==> config.mk <==
export PLATFORM = sky130hd
export DESIGN_NAME = backlight_pulse_step_dimmer_unit
export DESIGN_NICKNAME = d
export VERILOG_FILES = /design/src/rtl/core/bpsd_pkg.sv /design/src/rtl/core/backlight_pulse_step_dimmer_unit.sv
export VERILOG_INCLUDE_DIRS = /design/src /design/src/rtl/core
export SDC_FILE = /design/constraint.sdc
export NUM_CORES = 1
export LEC_CHECK = 0
export BUFFER_PORTS_ARGS = -buffer_cell sky130_fd_sc_hd__buf_4
export CAP_MARGIN = 40
export CORE_MARGIN = 10
export CORE_UTILIZATION = 45
export DETAILED_ROUTE_END_ITERATION = 10
export PLACE_DENSITY_LB_ADDON = 0.25
export RECOVER_POWER = 100
export REMOVE_ABC_BUFFERS = 1
export SLEW_MARGIN = 5
export SYNTH_ARGS = -nofsm -noshare
export SYNTH_HDL_FRONTEND = slang
export SYNTH_SLANG_ARGS = --single-unit
export TNS_END_PERCENT = 50
==> constraint.sdc <==
create_clock -name clk -period 4.41 [get_ports clk]
set_input_delay 0.441 -clock clk [delete_from_list [all_inputs] [get_ports clk]]
set_output_delay 0.441 -clock clk [all_outputs]
set_load 0.01 [all_outputs]
==> src/rtl/core/backlight_pulse_step_dimmer_unit_macros.svh <==
// assertion macros shared by the dimmer rtl
`ifndef BACKLIGHT_PULSE_STEP_DIMMER_UNIT_MACROS_SVH
`define BACKLIGHT_PULSE_STEP_DIMMER_UNIT_MACROS_SVH

// same-cycle implication, checked on the rising clock edge outside reset
`define BPSD_ASSERT_NOW(lbl, ante, cons, msg) \
  lbl: assert property (@(posedge clk) disable iff (!rst_n) (ante) |-> (cons)) \
    else $error(msg);

// next-cycle implication, checked on the rising clock edge outside reset
`define BPSD_ASSERT_NEXT(lbl, ante, cons, msg) \
  lbl: assert property (@(posedge clk) disable iff (!rst_n) (ante) |=> (cons)) \
    else $error(msg);

`endif

==> src/rtl/core/bpsd_pkg.sv <==
// constants, tables and register map of the backlight step dimmer
`timescale 1ns / 1ps
`default_nettype none
package bpsd_pkg;

  localparam int LVL_W  = 8;
  localparam int STEP_W = 6;
  localparam int DSTEP_W = 5;
  localparam int HOLD_W = 12;
  localparam int ACT_W  = 2;

  localparam int STEP_COUNT_DEF    = 32;
  localparam int TABLE_ENTRIES_DEF = 21;
  localparam int TAB_DEPTH         = 21;
  localparam int TAB_IDX_W         = $clog2(TAB_DEPTH);

  localparam logic [LVL_W-1:0]   MIN_BRIGHTNESS_RST = 8'd30;
  localparam logic [DSTEP_W-1:0] DIMMING_STEP_RST   = 5'd29;

  // register map, byte address is 4 * index
  localparam logic REG_MIN_BRIGHTNESS = 1'b0;
  localparam logic REG_DIMMING_STEP   = 1'b1;

  localparam logic [ACT_W-1:0] ACT_LOW   = 2'd0;
  localparam logic [ACT_W-1:0] ACT_HIGH  = 2'd1;
  localparam logic [ACT_W-1:0] ACT_PULSE = 2'd2;
  localparam logic [ACT_W-1:0] ACT_WAIT  = 2'd3;

  localparam logic [HOLD_W-1:0] HOLD_OFF_US   = 12'd3000;
  localparam logic [HOLD_W-1:0] HOLD_PULSE_US = 12'd3;
  localparam logic [HOLD_W-1:0] HOLD_WAIT_US  = 12'd1000;

  // descending level thresholds and the chip step of each interval
  localparam logic [LVL_W-1:0] LVL_TAB [TAB_DEPTH] = '{
    8'd255, 8'd240, 8'd230, 8'd220, 8'd210, 8'd200, 8'd190, 8'd180, 8'd170, 8'd160,
    8'd150, 8'd141, 8'd125, 8'd110, 8'd95, 8'd80, 8'd65, 8'd50, 8'd30, 8'd20, 8'd0
  };
  localparam logic [DSTEP_W-1:0] STEP_TAB [TAB_DEPTH] = '{
    5'd9, 5'd10, 5'd11, 5'd12, 5'd13, 5'd14, 5'd15, 5'd16, 5'd17, 5'd18,
    5'd19, 5'd20, 5'd21, 5'd22, 5'd23, 5'd24, 5'd25, 5'd26, 5'd27, 5'd29, 5'd30
  };

endpackage
`default_nettype wire

==> src/rtl/core/backlight_pulse_step_dimmer_unit.sv <==
// Backlight step dimmer: one brightness request becomes a run of line commands
// (drive low, drive high, low/high pulse, wait) that walks the backlight chip
// from its tracked step to the target step. One request is handled at a time
// by a small sequencer around one shared 8-bit subtract/compare unit; in_tready
// is high only while idle. A request passes through the target check, a scan of
// at most TABLE_ENTRIES table entries, the reduction of both steps by repeated
// subtraction of STEP_COUNT, the pulse count and then the emission of its
// commands (at most STEP_COUNT+2), one per cycle while the output side takes
// them. The result register lets the last command wait on out_tready while the
// next request is already taken. Configuration is an APB-style port with
// min_brightness at 0x0 and dimming_step at 0x4; no clearing pass after reset.
`timescale 1ns / 1ps
`default_nettype none
`include "backlight_pulse_step_dimmer_unit_macros.svh"
module backlight_pulse_step_dimmer_unit #(
  parameter int STEP_COUNT    = bpsd_pkg::STEP_COUNT_DEF,
  parameter int TABLE_ENTRIES = bpsd_pkg::TABLE_ENTRIES_DEF
) (
  input  wire logic        clk,
  input  wire logic        rst_n,
  // request channel
  input  wire logic        in_tvalid,
  output logic             in_tready,
  input  wire logic [15:0] in_tdata,   // [7:0] brightness_level, [8] pin_was_high
  // command channel
  output logic             out_tvalid,
  input  wire logic        out_tready,
  output logic [15:0]      out_tdata,  // [1:0] action, [13:2] hold_us
  output logic             out_tlast,
  // configuration
  input  wire logic        cfg_psel,
  input  wire logic        cfg_penable,
  input  wire logic        cfg_pwrite,
  input  wire logic [2:0]  cfg_paddr,
  input  wire logic [31:0] cfg_pwdata,
  output logic [31:0]      cfg_prdata,
  output logic             cfg_pready
);

  localparam int LVL_W   = bpsd_pkg::LVL_W;
  localparam int STEP_W  = bpsd_pkg::STEP_W;
  localparam int DSTEP_W = bpsd_pkg::DSTEP_W;
  localparam int HOLD_W  = bpsd_pkg::HOLD_W;
  localparam int ACT_W   = bpsd_pkg::ACT_W;
  localparam int IDX_W   = bpsd_pkg::TAB_IDX_W;
  localparam int ALU_W   = LVL_W;
  localparam int SCAN_N  = (TABLE_ENTRIES < bpsd_pkg::TAB_DEPTH) ?
                           TABLE_ENTRIES : bpsd_pkg::TAB_DEPTH;

  localparam logic [ALU_W-1:0]  SC_A   = ALU_W'(STEP_COUNT);
  localparam logic [STEP_W-1:0] SC_S   = STEP_W'(STEP_COUNT);
  localparam logic [IDX_W:0]    SCAN_L = (IDX_W+1)'(SCAN_N);

  localparam logic [2:0] S_IDLE = 3'd0;
  localparam logic [2:0] S_TGT  = 3'd1;
  localparam logic [2:0] S_SCAN = 3'd2;
  localparam logic [2:0] S_DEC  = 3'd3;
  localparam logic [2:0] S_MODT = 3'd4;
  localparam logic [2:0] S_MODC = 3'd5;
  localparam logic [2:0] S_PCNT = 3'd6;
  localparam logic [2:0] S_EMIT = 3'd7;

  logic [2:0]         state_r, state_nxt;
  logic [LVL_W-1:0]   min_bright_r;
  logic [DSTEP_W-1:0] dim_step_r;
  logic               known_r, known_nxt;
  logic [STEP_W-1:0]  cur_r, cur_nxt;
  logic [LVL_W-1:0]   level_r, level_nxt;
  logic               pin_r, pin_nxt;
  logic [STEP_W-1:0]  t_r, t_nxt;
  logic [STEP_W-1:0]  tm_r, tm_nxt;
  logic [STEP_W-1:0]  cm_r, cm_nxt;
  logic [STEP_W-1:0]  p_r, p_nxt;
  logic [IDX_W-1:0]   idx_r, idx_nxt;
  logic               need_low_r, need_low_nxt;
  logic               need_high_r, need_high_nxt;

  logic               out_valid_r, out_valid_nxt;
  logic [ACT_W-1:0]   out_act_r, out_act_nxt;
  logic [HOLD_W-1:0]  out_hold_r, out_hold_nxt;
  logic               out_last_r, out_last_nxt;

  // shared subtract/compare unit
  logic [ALU_W-1:0] alu_a, alu_b;
  logic [ALU_W:0]   alu_diff;
  logic             alu_borrow;

  logic             in_acc, cfg_wr, slot_free, final_emit;
  logic [IDX_W:0]   idx_next;
  logic             scan_end, scan_hit;
  logic [STEP_W-1:0] cur_eff;

  assign in_acc     = in_tvalid && in_tready;
  assign cfg_wr     = cfg_psel && cfg_penable && cfg_pwrite && cfg_pready;
  assign slot_free  = !out_valid_r || out_tready;
  assign idx_next   = {1'b0, idx_r} + 1'b1;
  assign scan_end   = idx_next >= SCAN_L;
  assign scan_hit   = !scan_end &&
                      (level_r <= bpsd_pkg::LVL_TAB[idx_r]) &&
                      (level_r > bpsd_pkg::LVL_TAB[idx_next[IDX_W-1:0]]);
  assign cur_eff    = known_r ? cur_r : '0;
  assign final_emit = (state_r == S_EMIT) && slot_free && !need_low_r &&
                      !need_high_r && (p_r == '0);

  always_comb begin
    alu_a = '0;
    alu_b = '0;
    case (state_r)
      S_TGT: begin
        alu_a = level_r;
        alu_b = min_bright_r;
      end
      S_MODT: begin
        alu_a = ALU_W'(tm_r);
        alu_b = SC_A;
      end
      S_MODC: begin
        alu_a = ALU_W'(cm_r);
        alu_b = SC_A;
      end
      S_PCNT: begin
        alu_a = ALU_W'(tm_r);
        alu_b = ALU_W'(cm_r);
      end
      S_EMIT: begin
        alu_a = ALU_W'(p_r);
        alu_b = ALU_W'(1);
      end
      default: begin
        alu_a = '0;
        alu_b = '0;
      end
    endcase
  end

  assign alu_diff   = {1'b0, alu_a} - {1'b0, alu_b};
  assign alu_borrow = alu_diff[ALU_W];

  always_comb begin
    state_nxt     = state_r;
    known_nxt     = known_r;
    cur_nxt       = cur_r;
    level_nxt     = level_r;
    pin_nxt       = pin_r;
    t_nxt         = t_r;
    tm_nxt        = tm_r;
    cm_nxt        = cm_r;
    p_nxt         = p_r;
    idx_nxt       = idx_r;
    need_low_nxt  = need_low_r;
    need_high_nxt = need_high_r;
    out_valid_nxt = out_valid_r && !out_tready;
    out_act_nxt   = out_act_r;
    out_hold_nxt  = out_hold_r;
    out_last_nxt  = out_last_r;

    case (state_r)
      S_IDLE: begin
        if (in_acc) begin
          level_nxt = in_tdata[LVL_W-1:0];
          pin_nxt   = in_tdata[LVL_W];
          state_nxt = S_TGT;
        end
      end
      S_TGT: begin
        idx_nxt = '0;
        if (level_r == '0) begin
          t_nxt     = '0;
          state_nxt = S_DEC;
        end else if (alu_borrow) begin
          // dim request below the minimum level
          t_nxt     = STEP_W'(dim_step_r);
          state_nxt = S_DEC;
        end else begin
          state_nxt = S_SCAN;
        end
      end
      S_SCAN: begin
        if (scan_end) begin
          t_nxt     = '0;
          state_nxt = S_DEC;
        end else if (scan_hit) begin
          t_nxt     = STEP_W'(bpsd_pkg::STEP_TAB[idx_r]);
          state_nxt = S_DEC;
        end else begin
          idx_nxt = idx_next[IDX_W-1:0];
        end
      end
      S_DEC: begin
        need_low_nxt  = 1'b0;
        need_high_nxt = 1'b0;
        p_nxt         = '0;
        if (known_r && (t_r == cur_r)) begin
          state_nxt = S_EMIT;
        end else if (t_r == '0) begin
          need_low_nxt = 1'b1;
          state_nxt    = S_EMIT;
        end else begin
          need_low_nxt  = !known_r && pin_r;
          need_high_nxt = (cur_eff == '0);
          tm_nxt        = t_r;
          // after the turn-on high level the chip sits at step one
          cm_nxt        = (cur_eff == '0) ? STEP_W'(1) : cur_eff;
          state_nxt     = S_MODT;
        end
      end
      S_MODT: begin
        if (alu_borrow) begin
          state_nxt = S_MODC;
        end else begin
          tm_nxt = alu_diff[STEP_W-1:0];
        end
      end
      S_MODC: begin
        if (alu_borrow) begin
          state_nxt = S_PCNT;
        end else begin
          cm_nxt = alu_diff[STEP_W-1:0];
        end
      end
      S_PCNT: begin
        // wrap the step difference into one chip cycle
        p_nxt     = alu_borrow ? (alu_diff[STEP_W-1:0] + SC_S) : alu_diff[STEP_W-1:0];
        state_nxt = S_EMIT;
      end
      S_EMIT: begin
        if (slot_free) begin
          out_valid_nxt = 1'b1;
          out_last_nxt  = 1'b0;
          if (need_low_r) begin
            need_low_nxt = 1'b0;
            out_act_nxt  = bpsd_pkg::ACT_LOW;
            out_hold_nxt = bpsd_pkg::HOLD_OFF_US;
          end else if (need_high_r) begin
            need_high_nxt = 1'b0;
            out_act_nxt   = bpsd_pkg::ACT_HIGH;
            out_hold_nxt  = bpsd_pkg::HOLD_PULSE_US;
          end else if (p_r != '0) begin
            p_nxt        = alu_diff[STEP_W-1:0];
            out_act_nxt  = bpsd_pkg::ACT_PULSE;
            out_hold_nxt = bpsd_pkg::HOLD_PULSE_US;
          end else begin
            out_act_nxt  = bpsd_pkg::ACT_WAIT;
            out_hold_nxt = bpsd_pkg::HOLD_WAIT_US;
            out_last_nxt = 1'b1;
            known_nxt    = 1'b1;
            cur_nxt      = t_r;
            state_nxt    = S_IDLE;
          end
        end
      end
      default: begin
        state_nxt = S_IDLE;
      end
    endcase
  end

  always_ff @(posedge clk) begin
    if (!rst_n) begin
      state_r      <= S_IDLE;
      known_r      <= 1'b0;
      cur_r        <= '0;
      out_valid_r  <= 1'b0;
      need_low_r   <= 1'b0;
      need_high_r  <= 1'b0;
      p_r          <= '0;
      idx_r        <= '0;
      min_bright_r <= bpsd_pkg::MIN_BRIGHTNESS_RST;
      dim_step_r   <= bpsd_pkg::DIMMING_STEP_RST;
    end else begin
      state_r     <= state_nxt;
      known_r     <= known_nxt;
      cur_r       <= cur_nxt;
      out_valid_r <= out_valid_nxt;
      need_low_r  <= need_low_nxt;
      need_high_r <= need_high_nxt;
      p_r         <= p_nxt;
      idx_r       <= idx_nxt;
      if (cfg_wr) begin
        if (cfg_paddr[2] == bpsd_pkg::REG_MIN_BRIGHTNESS) begin
          min_bright_r <= cfg_pwdata[LVL_W-1:0];
        end else begin
          dim_step_r <= cfg_pwdata[DSTEP_W-1:0];
        end
      end
    end
  end

  always_ff @(posedge clk) begin
    level_r    <= level_nxt;
    pin_r      <= pin_nxt;
    t_r        <= t_nxt;
    tm_r       <= tm_nxt;
    cm_r       <= cm_nxt;
    out_act_r  <= out_act_nxt;
    out_hold_r <= out_hold_nxt;
    out_last_r <= out_last_nxt;
  end

  assign in_tready  = (state_r == S_IDLE);
  assign out_tvalid = out_valid_r;
  assign out_tdata  = {2'b00, out_hold_r, out_act_r};
  assign out_tlast  = out_last_r;
  assign cfg_pready = 1'b1;
  assign cfg_prdata = (cfg_paddr[2] == bpsd_pkg::REG_DIMMING_STEP) ?
                      32'(dim_step_r) : 32'(min_bright_r);

  `BPSD_ASSERT_NEXT(a_accept_starts, in_acc, state_r == S_TGT,
                    "request accepted but sequencer did not start")
  `BPSD_ASSERT_NOW(a_last_is_wait, out_valid_r && out_last_r,
                   out_act_r == bpsd_pkg::ACT_WAIT, "last command is not the final wait")
  `BPSD_ASSERT_NOW(a_pulse_hold, out_valid_r && (out_act_r == bpsd_pkg::ACT_PULSE),
                   out_hold_r == bpsd_pkg::HOLD_PULSE_US && !out_last_r,
                   "pulse command with wrong hold or last")
  `BPSD_ASSERT_NEXT(a_commit_step, final_emit,
                    known_r && (cur_r == $past(t_r)) && in_tready,
                    "tracked step not committed at end of request")
  `BPSD_ASSERT_NOW(a_pulse_range, state_r == S_EMIT, p_r < SC_S || STEP_COUNT == 64,
                   "pulse count beyond one chip cycle")

endmodule
`default_nettype wire

==> results.cfg <==
[run_status]
status = finished, final reports clean

[clock_network]
clock-sinks = 68
cts_resized = 0
cts_tree = done
cts_buffers = 9
clk_path_buf_depth = 2
post_cts_buffers = 0
ctsHoldBuffers = 0
clk_pin_slew_worst_paths_ns = 0.07
cts-root-buf = clkbuf_8
worstSkewPairLatency_ns = 0.35
h-tree-depth = 3

[power]
seq_power_share_pct = 34.9
power.density_nw_per_um2 = 482.7
p_comb_share_pct = 43.1
clkPwrFrac_pct = 22.0
sw_frac_of_total_pct = 40.37
max-vdd-ir-drop_mv = 0.2209
p_sw_mw = 1.034
p_leak_nw = 2.145
p_total_mw = 2.561
internal_power_mw = 1.527

[synthesis]
async_flop_share_pct = 0
ys_top_cells_by_count = nand2_1, nor2_1, buf_4, dfxtp_1, ha_1
syn_inst = 564
yosysTopAreaCellShare_pct = 19.72
avgSynthCellArea_um2 = 8.639
synth.yosys.seq_area_share_pct = 34.51
synth.largest_area_cell = edfxtp_1
synth_cell_type_count = 64
synthTopCellsByArea = edfxtp_1, dfxtp_1, ha_1, buf_4, nand2_1
ys_warn_count = 0
synth-seq-cells = 68
synth_edf_count = 32
synth.most_common_cell = nand2_1
ys_dominant_reg_cell = dfxtp_1
synthesis.area_um2 = 4872

[min_path]
min_to = level_r[3]
hp-start = in_tdata[3]
hp-class = primary input to register
whs_path_depth = 1

[drt]
drc = 0
drtPass1Iterations = 5
vias = 4059
ant_nets = 0
wirelength_um = 12230
vias_per_cell = 5.507
drt_iter0_markers = 301
detail_route.wl_per_cell_um = 16.60

[place]
place_congestion = 0.8972
dpl_cell_area_um2 = 5194
portBuffers = 47
post-place-ws_ns = 0.4201
dp_cells = 721
hpwlAfterDp_um = 9444

[worst_setup_path]
r2r_slack_ns = 0.38
critPathMaxFanout = 12
rr_worst_depth = 13
endpoint_kind = register
r2r_end = t_r[4]
path_class = register to register
rr_startpoint = idx_r[1]
cp.arrival_ns = 4.01
critPathRequiredTime_ns = 4.40
cp-start-kind = register

[cells_and_area]
nNetsFinal = 690
diodes = 0
instances_no_fill = 737
nFillCells = 1027
drive_gt1_share_pct = 10.32
final_cell_area_um2 = 5305
fin_util_pct = 50.93
area_growth_pct = 8.886

[global_route]
grt_pass1_vias = 3915
grt_max_degree = 38
grt-ovfl-total = 0
grt.total_usage_pct = 15.37
grt_pass1_wl_um = 19110
antenna_found_initial = 0

[timing]
tightest_slew_ns = 1.050
slew_violations = 0
fmax_mhz = 248.3
setup_ws_ns = 0.3818
hold_ws_ns = 0.2941
setup_violations = 0
min_period_ns = 4.028
setup-tns-final_ns = 0
post-route-period-util_pct = 91.34
relSlewSlack_pct = 29.45
rsz0062_at_grt = no
final-hold-violation-count = 0
worst_clock_skew_ns = 0.01076

[floorplan]
fp.dieArea_um2 = 15390
num_rows = 37
initial_core_util_pct = 46.77
core_area_um2 = 10420
io_pins = 110
die_h_um = 124.1
die_w_um = 124.1

[flow_run]
maxCapViolations = 0
[worst max path at each step]
stage	end	cells past startpoint	start
after global routing	t_r[4]	13	idx_r[1]
after CTS	t_r[4]	13	idx_r[1]
final	t_r[4]	13	idx_r[1]
after detailed placement	t_r[4]	13	idx_r[1]
after global placement	t_r[3]	13	idx_r[1]
after floorplan	tm_r[0]	11	state_r[2]
[sequential cells by signal (all words and copies together) (netlist names), 3 cells and up]
name	flops
cur_r	5
level_r	8
dim_step_r	5
out_hold_r	4
tm_r	6
state_r	3
idx_r	5
t_r	5
cm_r	6
min_bright_r	8
p_r	6
[cells by family after synthesis]
| logic type | Yosys count | synth area share [%] |
|---|---|---|
| AO/OA/AOI/OAI | 132 | 17.64 |
| XOR/XNOR | 11 | 2.748 |
| adder cells (fa/ha/maj) | 36 | 9.399 |
| buffers and inverters | 85 | 9.604 |
| flip-flops | 68 | 34.51 |
| multiplexers | 26 | 5.495 |
| other | 2 | 0.1541 |
| AND/OR/NAND/NOR | 204 | 20.44 |
[cell type report]
| type | instances | area [um2] | share of cell area, % |
|---|---|---|---|
| clock buffers | 9 | 123.9 | 2.335 |
| clock inverters | 7 | 90.09 | 1.698 |
| inverters | 20 | 75.07 | 1.415 |
| multi-input cells | 438 | 2819 | 53.14 |
| flip-flops and latches | 68 | 1682 | 31.70 |
| well taps | 136 | 170.2 | 3.208 |
| repair buffers | 59 | 345.3 | 6.509 |
[power groups by stage]
stage / sequential [mW] / combinational [mW] / clock (mW)
2_1_floorplan: 0.880 / 0.759 / 0
3_3_place_gp: 0.900 / 1.09 / 0
3_5_place_dp: 0.902 / 1.11 / 0
4_1_cts: 0.888 / 1.12 / 0.579
5_1_grt: 0.899 / 1.23 / 0.605
6_report: 0.893 / 1.10 / 0.564
[worst max-delay path: stages (launching register included)]
cell	delay, ns
dfxtp_1	0.57
ha_1	0.30
inv_1	0.14
ha_1	0.37
buf_4	0.20
nor3_1	0.18
a21oi_1	0.08
ha_1	0.33
nor2b_1	0.15
o211ai_1	0.10
a21oi_1	0.14
a2111o_1	0.11
a31o_1	0.52
a21boi_1	0.49
[metal layers]
| layer | GRT usage [%] | vias up | share of wire [%] |
|---|---|---|---|
| met3 | 3.258 | 22 | 6.7 |
| li1 | - | 2021 | - |
| met2 | 25.92 | 139 | 49 |
| met1 | 18.84 | 1877 | 42 |
| met4 | 5.755 | 0 | 2.1 |
| met5 | 0 | - | 0 |
[layout by cell type, fill, tap and decap left out, types with 4 or more instances in the layout]
cell and count:
o211ai_1 4, o21ai_1 12, nand2b_1 5, clkbuf_1 26, nor2_1 40, nand3_1 24
and3_1 6, a21boi_0 7, nor3_1 15, o21ai_0 27, nand4_1 8, a211oi_1 5
a21oi_1 29, inv_1 18, dfxtp_1 36, mux2_2 6, a22o_1 5, mux2i_1 20
edfxtp_1 32, conb_1 29, clkbuf_4 9, ha_1 35, o21a_1 7, a32oi_1 4
clkbuf_8 9, nor2b_1 21, and2_1 4, xor2_1 7, buf_4 24, nand2_1 62
Note: power is estimated with default switching activity, not from simulation.
